<file path="config.mk">
export PLATFORM = sky130hd
export DESIGN_NAME = tpsp_emitter
export DESIGN_NICKNAME = d
export VERILOG_FILES = /design/src/hw/rtl/tpsp_pkg.sv /design/src/hw/rtl/tpsp_emitter.sv
export SDC_FILE = /design/constraint.sdc
export NUM_CORES = 2
export LEC_CHECK = 0
export BUFFER_PORTS_ARGS = -buffer_cell sky130_fd_sc_hd__buf_2
export CAP_MARGIN = 20
export CELL_PAD_IN_SITES_DETAIL_PLACEMENT = 0
export CELL_PAD_IN_SITES_GLOBAL_PLACEMENT = 1
export CORE_ASPECT_RATIO = 1.2
export CORE_MARGIN = 1.5
export CORE_UTILIZATION = 40
export CTS_BUF_LIST = sky130_fd_sc_hd__clkbuf_2
export DETAILED_ROUTE_END_ITERATION = 6
export HOLD_SLACK_MARGIN = 0.08
export PLACE_DENSITY = 0.68
export SLEW_MARGIN = 20
export SYNTH_ARGS = -nofsm -noshare
export SYNTH_HDL_FRONTEND = slang
export SYNTH_SLANG_ARGS = --single-unit
</file>
<file path="constraint.sdc">
create_clock -name clk -period 7.8 [get_ports clk]
set_clock_uncertainty 0.2 [all_clocks]
set_input_delay 0.78 -clock clk [delete_from_list [all_inputs] [get_ports clk]]
set_output_delay 0.78 -clock clk [all_outputs]
set_load 0.1 [all_outputs]
</file>
<file path="src/hw/rtl/tpsp_pkg.sv">
// Shared types and constants for the trie page statistics parser.
// No dependencies; used by the walker, the emitter and the top level.
package tpsp_pkg;

  localparam int HeaderBytes = 9;
  localparam int BaseLevel   = 14;
  localparam int HistBins    = 9;
  localparam int NumStats    = 25;
  localparam int NumCnt      = 22;

  localparam logic [4:0] LevelId = 5'd25;
  localparam logic [3:0] LevelNone = 4'd9;

  localparam logic [1:0] ModeNode   = 2'd0;
  localparam logic [1:0] ModeChild  = 2'd1;
  localparam logic [1:0] ModeLeaves = 2'd2;
  localparam logic [1:0] ModeSkip   = 2'd3;

  localparam int CntNodes  = 0;
  localparam int CntBoth   = 1;
  localparam int CntPcount = 2;
  localparam int CntPlen   = 3;
  localparam int CntLeaf   = 4;
  localparam int CntChild  = 13;

  localparam logic signed [47:0] T48Max = 48'sh7FFF_FFFF_FFFF;
  localparam logic signed [47:0] T48Min = 48'sh8000_0000_0000;

  typedef logic [24:0] pv_t;

  // Per-page values handed from the walker to the emitter.
  typedef struct packed {
    logic              kind;
    logic [3:0]        lvl;
    pv_t [NumStats-1:0] pv;
  } snap_t;

  function automatic logic [3:0] popcnt8(input logic [7:0] v);
    logic [3:0] n;
    n = '0;
    for (int i = 0; i < 8; i++) begin
      n = n + {3'd0, v[i]};
    end
    return n;
  endfunction

endpackage

</file>
<file path="src/hw/rtl/tpsp_emitter.sv">
// Result emitter: walks a page snapshot, updates the per-kind and per-level
// totals and drives the result register. Depends on tpsp_pkg.
module tpsp_emitter (
  input  logic            clk,
  input  logic            rst,
  input  logic            snap_load,
  input  tpsp_pkg::snap_t snap_in,
  output logic            snap_full,
  output logic            out_valid,
  input  logic            out_ready,
  output logic [4:0]      out_id,
  output logic [17:0]     out_page,
  output logic [47:0]     out_total,
  output logic            out_kind,
  output logic            out_last
);

  tpsp_pkg::snap_t snap;
  logic [4:0]  a_idx;
  logic        a_fire, b_fire;
  logic        b_valid, b_kind;
  logic [4:0]  b_idx;
  logic [5:0]  b_addr, a_addr;
  logic [24:0] b_pv, a_pv;
  logic [3:0]  b_lvl;
  logic [47:0] mem [50];
  logic [49:0] mem_vld;
  logic [47:0] rd_data;
  logic        rd_vld;
  logic [47:0] lvl_tot [tpsp_pkg::HistBins];
  logic [47:0] cur, total, lvl_inc;
  logic signed [48:0] sum;

  assign a_fire = snap_full && (!b_valid || b_fire);
  assign b_fire = b_valid && (!out_valid || out_ready);
  assign a_addr = (snap.kind ? 6'd25 : 6'd0) + {1'b0, a_idx};
  assign a_pv   = (a_idx == tpsp_pkg::LevelId) ? {21'd0, snap.lvl} : snap.pv[a_idx];

  always_ff @(posedge clk) begin
    if (rst) begin
      snap_full <= 1'b0;
      a_idx     <= '0;
      b_valid   <= 1'b0;
    end else begin
      if (snap_load) begin
        snap_full <= 1'b1;
      end else if (a_fire && a_idx == tpsp_pkg::LevelId) begin
        snap_full <= 1'b0;
      end
      if (a_fire) begin
        a_idx   <= (a_idx == tpsp_pkg::LevelId) ? 5'd0 : a_idx + 5'd1;
        b_valid <= 1'b1;
      end else if (b_fire) begin
        b_valid <= 1'b0;
      end
    end
  end

  always_ff @(posedge clk) begin
    if (snap_load) begin
      snap <= snap_in;
    end
    if (a_fire) begin
      b_idx   <= a_idx;
      b_addr  <= a_addr;
      b_pv    <= a_pv;
      b_lvl   <= snap.lvl;
      b_kind  <= snap.kind;
      rd_data <= mem[a_addr];
      rd_vld  <= mem_vld[a_addr];
    end
    if (b_fire && b_idx != tpsp_pkg::LevelId) begin
      mem[b_addr] <= total;
    end
  end

  always_comb begin
    cur     = rd_vld ? rd_data : 48'd0;
    sum     = {cur[47], cur} + {{24{b_pv[24]}}, b_pv};
    lvl_inc = '0;
    if (b_lvl < tpsp_pkg::LevelNone) begin
      lvl_inc = (lvl_tot[b_lvl] == tpsp_pkg::T48Max) ? lvl_tot[b_lvl]
                                                     : lvl_tot[b_lvl] + 48'd1;
    end
    if (b_idx == tpsp_pkg::LevelId) begin
      total = lvl_inc;
    end else if (sum > 49'(tpsp_pkg::T48Max)) begin
      total = tpsp_pkg::T48Max;
    end else if (sum < 49'(tpsp_pkg::T48Min)) begin
      total = tpsp_pkg::T48Min;
    end else begin
      total = sum[47:0];
    end
  end

  always_ff @(posedge clk) begin
    if (rst) begin
      mem_vld   <= '0;
      out_valid <= 1'b0;
      for (int i = 0; i < tpsp_pkg::HistBins; i++) begin
        lvl_tot[i] <= '0;
      end
    end else begin
      if (b_fire) begin
        out_valid <= 1'b1;
        if (b_idx == tpsp_pkg::LevelId) begin
          if (b_lvl < tpsp_pkg::LevelNone) begin
            lvl_tot[b_lvl] <= lvl_inc;
          end
        end else begin
          mem_vld[b_addr] <= 1'b1;
        end
      end else if (out_ready) begin
        out_valid <= 1'b0;
      end
    end
  end

  always_ff @(posedge clk) begin
    if (b_fire) begin
      out_id    <= b_idx;
      out_page  <= b_pv[17:0];
      out_total <= total;
      out_kind  <= b_kind;
      out_last  <= (b_idx == tpsp_pkg::LevelId);
    end
  end

  ap_idx_busy: assert property (@(posedge clk) disable iff (rst)
    (a_idx != 5'd0) |-> snap_full) else $error("walk index moved without a snapshot");
  ap_no_reload: assert property (@(posedge clk) disable iff (rst)
    snap_load |-> !snap_full || (a_fire && a_idx == tpsp_pkg::LevelId))
    else $error("snapshot overwritten while in use");
  ap_last_level: assert property (@(posedge clk) disable iff (rst)
    (out_valid && out_last) |-> (out_id == tpsp_pkg::LevelId))
    else $error("last flag on a result other than the level");

endmodule

</file>
== After elaboration in Yosys (flattened, before gate mapping) ==
Memory sizes are Yosys's and may differ from the RTL's. A register that Yosys moved wholly into a read port is not among the register bits.
Index checks and enable logic that the tools add are counted.

* Add/sub/neg operators: 4
* Multiply operators: 0
* Divide/modulo/power cells: 0
* Magnitude comparators: 7
* Equality and inequality tests: 4
* Shifts and indexed selects: 0
* Multiplexer cells: 34
* Bitwise operators: 2
* Reduce and logical (&&, ||, !) cells: 14

{| class="wikitable"
|+ Operator list
! operator !! number
|-
| $mux W48 || 7
|-
| $bmux W25 S5 || 1
|-
| $or A50 B50 Y50 || 1
|-
| $add A48 B25 Y49 || 1
|-
| $gt A49 B48 Y1 const B || 1
|-
| $lt A49 B48 Y1 const B || 1
|-
| $add A48 B1 Y48 const B || 1
|-
| $eq A48 B47 Y1 const B || 1
|-
| $reduce_or A48 Y1 || 1
|-
| $mux W25 || 1
|-
| $mux W1 || 18
|-
| $lt A6 B7 Y1 const B || 2
|-
| $mux W4 || 3
|-
| $eq A5 B5 Y1 const B || 2
|-
| $mux W5 || 2
|-
| $add A5 B5 Y6 || 1
|-
| $bmux W1 S6 || 1
|-
| $demux W1 S6 || 1
|-
| $ge A6 B1 Y1 const B || 1
|-
| $lt A5 B6 Y1 const B || 1
|-
| $reduce_bool A2 Y1 || 3
|-
| $add A5 B1 Y5 const B || 1
|-
| $logic_and A1 B1 Y1 || 5
|-
| $ne A5 B5 Y1 const B || 1
|-
| other kinds (5) || 7
|}

* Flip-flop bits (word level): 803
* Bits in latches: 0
* Memory bits (writable): 2832
* Memory bits (read-only): 0
* Input bits: 634
* Output and inout port bits: 75
* Logic and storage cells: 111
* Memories: 2

{| class="wikitable"
|+ Memories
! memory !! words !! bits a word !! rd ports !! clocked after Yosys merged registers in !! wr ports !! RTL line !! source
|-
| mem || 50 || 48 || 1 || 1 || 1 || tpsp_emitter.sv:26 || <nowiki>logic [47:0] mem [50];</nowiki>
|-
| lvl_tot || 9 || 48 || 1 || 1 || 9 || tpsp_emitter.sv:30 || <nowiki>logic [47:0] lvl_tot [tpsp_pkg::HistBins];</nowiki>
|}

== Longest topological paths before layout ==
* Word-level depth: 8
* Depth in mapped cells: 19
* Mapped depth without buffers: 14

== Worst setup path before layout ==
Ideal clock, no wire load.

* Path kind: register -> register
* Start point: register out_valid
* End point: memory mem[20][0] (enable)
* Library setup time: 515 ps
* Arrival time: 6420 ps
* Required time: 7085 ps
* Slack: 665 ps
* Cell stages (with the launch flop): 6
* Buffers on the path: 0
* Period minus slack after synthesis: 7135 ps
* Path through: dfxtp_1 -> nor2b_1 -> nand2b_1 -> inv_1 -> nand2_1 -> nor3_1

* Cells in the longest elaborated chain, start to end: 6

{| class="wikitable"
|+ RTL lines
! item !! RTL line !! source
|-
| from (decl) || tpsp_emitter.sv:9 || <nowiki>output logic out_valid,</nowiki>
|-
| from (signal assigned) || tpsp_emitter.sv:99 || <nowiki>out_valid <= 1'b0;</nowiki>
|-
| from (signal assigned) || tpsp_emitter.sv:105 || <nowiki>out_valid <= 1'b1;</nowiki>
|-
| from (signal assigned) || tpsp_emitter.sv:114 || <nowiki>out_valid <= 1'b0;</nowiki>
|-
| $logic_not A1 Y1 || tpsp_emitter.sv:35 || <nowiki>assign b_fire = b_valid && (!out_valid || out_ready);</nowiki>
|-
| $logic_or A1 B1 Y1 || tpsp_emitter.sv:35 ||
|-
| $logic_and A1 B1 Y1 || tpsp_emitter.sv:35 ||
|-
| via b_fire || tpsp_emitter.sv:20 || <nowiki>logic a_fire, b_fire;</nowiki>
|-
| $logic_and A1 B1 Y1 || tpsp_emitter.sv:72 || <nowiki>if (b_fire && b_idx != tpsp_pkg::LevelId) begin</nowiki>
|-
| $mux W1 || tpsp_emitter.sv:72 ||
|-
| $mux W1 (implied by the code) || tpsp_emitter.sv:73 || <nowiki>mem[b_addr] <= total;</nowiki>
|-
| to (decl) || tpsp_emitter.sv:26 ||
|}

The timed path passes the listed nets, and every way through them passes these cells.

==> flow_metrics.env <==
export IMPL_status="finished, violations left"
export IMPL_violations="DRC"
export IMPL_gp_congestion=0.9155
export IMPL_p_sw_uw=14490
export IMPL_crit_type="flop to flop"
export IMPL_ant_nets=0
export IMPL_power_share_switching_pct=29.59
export IMPL_clkTransAtPathRegs_ps=120
export IMPL_p_seq_share_pct=53.8
export IMPL_grt_overflow=0
export IMPL_numCtsBuffers=962
export IMPL_cts_tree="yes"
export IMPL_insertion_delay_ps=2630
export IMPL_cts_resized=0
export IMPL_worst_setup_path_start_kind="flop"
export IMPL_async_reset_ff_share_pct=0
export IMPL_grt_antenna_before_repair=103
export IMPL_worst_pin_slew_ps=1244
export IMPL_max_cap_violations=0
export IMPL_drt_iter0_markers=14242
export IMPL_htreeDepth=6
export IMPL_regArea_um2=120200
export IMPL_synthDistinctLibCells=108
export IMPL_synth_top_area_share_pct=74.53
export IMPL_maxSlewViolCount=0
export IMPL_p_per_area_nw_per_um2=236.0
export IMPL_worstPathArrival_ps=8260
export IMPL_grt_pass1_vias=107607
export IMPL_synth_area_leaders="edfxtp_1 (75%), mux4_2 (15%), mux4_1 (1.8%), nor2_1 (1.6%), dfxtp_1 (0.78%)"
export IMPL_final_nets=12510
export IMPL_p_int_uw=34470
export IMPL_dieArea_um2=402800
export IMPL_setup_tns_ps=0
export IMPL_post_cts_buffers=0
export IMPL_yosysWarningCount=0
export IMPL_io_pins=709
export IMPL_viasPerCell=5.798
export IMPL_hold_buffers=2534
export IMPL_p_clk_share_pct=29.7
export IMPL_avgSynthCellArea_um2=21.46
export IMPL_ir_drop_mv=0.2222
export IMPL_drive_gt1_share_pct=30.36
export IMPL_holdWs_ps=255.4
export IMPL_num_rows=253
export IMPL_p_leak_uw=0.07248
export IMPL_worstSetupEndpointType="flop"
export IMPL_fin_util_pct=52.35
export IMPL_finalCritPeriodShare_pct=84.44
export IMPL_cts_root_buf="clkbuf_2"
export IMPL_die_h_um=694.9
export IMPL_finalNonFillerCells=17902
export IMPL_layout_min_cycle_time_ps=6586
export IMPL_grt_first_pass_wirelength_um=805300
export IMPL_hold_violations=0
export IMPL_setup_viol=0
export IMPL_die_w_um=579.6
export IMPL_dp_cells=13516
export IMPL_track_usage_pct=28.58
export IMPL_grt_max_degree=164
export IMPL_hold_path_class="flop to flop"
export IMPL_first_pass_iters=7
export IMPL_drc=26
export IMPL_combPwrFrac_pct=16.5
export IMPL_start_util_pct=40.27
export IMPL_critPathRequiredTime_ps=9480
export IMPL_area_growth_pct=29.99
export IMPL_fillCellCount=30785
export IMPL_vias=103793
export IMPL_fmax_ghz=0.1518
export IMPL_maxSlewHeadroom_pct=16.90
export IMPL_ys_flop_type="edfxtp_1"
export IMPL_wl_um=586300
export IMPL_synth_edff_count=3961
export IMPL_core_um2=396300
export IMPL_synth_cells=7436
export IMPL_multi_input_comb_area_um2=39420
export IMPL_synth_seq_area_share_pct=75.31
export IMPL_cp_max_fo=113
export IMPL_rsz0062_at_grt="no"
export IMPL_numPortBuffers=708
export IMPL_cts_sinks=4023
export IMPL_synth_cell_area_um2=159600
export IMPL_cts_buffer_depth=4
export IMPL_ys_ff_latch=4023
export IMPL_synth_top_area_cell="edfxtp_1"
export IMPL_wl_per_cell_um=32.75
export IMPL_dp_hpwl_um=287600
-- worst max-delay path, stage by stage (launching register included) --
cell and delay, ps:
dfxtp_4 570, buf_12 470, mux4_2 360, a22oi_1 120, nand2_1 240, nand4_1 430
nor3_1 460, nand3_1 610, o311ai_0 690, xnor2_1 180, nand2_1 550, mux2i_4 350
buf_4 470
-- routing by layer --
layer / vias to the layer above / track usage, % / wire (um) / share of wire (%)
li1: 40119 / - / - / -
met1: 53035 / 33.42 / 196400 / 33
met2: 8081 / 46.84 / 282700 / 48
met3: 2524 / 8.262 / 66490 / 11
met4: 34 / 17.08 / 40140 / 6.8
met5: - / 0.6561 / 622 / 0.11
-- Yosys cell counts, drive strengths merged, types with 6 or more instances --
cell type / instances
a211oi: 19
a21o: 29
a21oi: 84
a221oi: 6
a22o: 6
a22oi: 57
a2bb2oi: 15
a31oi: 7
and2: 61
and3: 16
buf: 144
clkbuf: 288
dfxtp: 62
edfxtp: 3961
ha: 55
inv: 48
mux2: 50
mux2i: 61
mux4: 1161
nand2: 185
nand2b: 21
nand3: 37
nand3b: 8
nand4: 15
nor2: 683
nor2b: 12
nor3: 28
nor4: 12
o211ai: 10
o21ai: 75
o22ai: 12
o311ai: 6
o31ai: 12
or2: 7
or3: 14
xnor2: 59
xor2: 23
-- cells in the final DEF (no fill, tap or decap), drive strengths merged, types with 8 or more instances in the layout --
master	n
inv	71
nand2	185
clkinvlp	9
a21o	29
o211ai	10
clkbuf	1414
mux2	50
nor2b	12
nand3	37
nor4	12
dfxtp	62
nor2	683
a22oi	57
mux4	1161
xnor2	59
nor3	28
and3	16
a211oi	19
ha	55
mux2i	61
o21ai	75
o31ai	12
nand3b	8
a21oi	84
nand4	15
or3	14
edfxtp	3961
nand2b	21
dlygate4sd3	2532
o22ai	12
buf	987
diode	94
bufinv	8
a2bb2oi	15
and2	61
conb	336
clkinv	273
xor2	23
-- state kept, by name, summed over array words and instances, names as in the netlist, 6 cells and up, named ones only --
signal,cells
snap,630
mem,2400
mem_vld,50
out_page,18
b_addr,6
rd_data,48
b_pv,25
lvl_tot,768
out_total,48
-- area by class of cell --
cell class                      instances  share of cell area (%)
Tap cell                             5227                   3.152
Clock inverter                        311                  0.8148
Timing Repair Buffer                 3519                   15.46
Multi-Input combinational cell       3264                   19.00
Sequential cell                      4023                   57.95
Clock buffer                         1414                   3.411
Antenna cell                           94                  0.1134
Inverter                               50                  0.1007
-- cell families (layout without fill, tap and decap cells) --
group | after synthesis | after routing | synth area share, %
other cells | 1 | 430 | 0.002350
flops | 4023 | 4023 | 75.31
simple gates | 1123 | 1123 | 3.183
buf+inv | 484 | 5294 | 1.491
xor+xnor | 82 | 82 | 0.5017
compound gates | 392 | 392 | 1.678
mux | 1272 | 1272 | 17.38
fa+ha+maj | 59 | 59 | 0.4626
-- worst paths after layout --
path | start | to | slack (ps) | cells past startpoint
setup / recovery | flop | mem[19][15] | 1210 | 12
hold / removal | b_kind | out_kind | 260 | 0
setup reg to reg | flop | mem[19][15] | 1210 | 12
hold reg to reg | b_kind | out_kind | 260 | 0
-- through the flow --
stage                     setup WS, ps  total power [uW]  instance area (um2)
final                             1214             48950               207500
after global routing             880.7             50460               207400
after CTS                         1054             47800               206400
after detailed placement          1339             33140               172200
after global placement            1447             32900               172200
after floorplan                  664.7             30590               160900
-- power by group through the flow --
stage          Combinational (uW)  Sequential, uW  Clock [uW]
3_3_place_gp                 6170           26700           0
3_5_place_dp                 6360           26800           0
4_1_cts                      7380           26300       14100
2_1_floorplan                3730           26900           0
6_report                     8090           26300       14500
5_1_grt                      8440           26400       15600
Power figures use the tool's default switching activity.
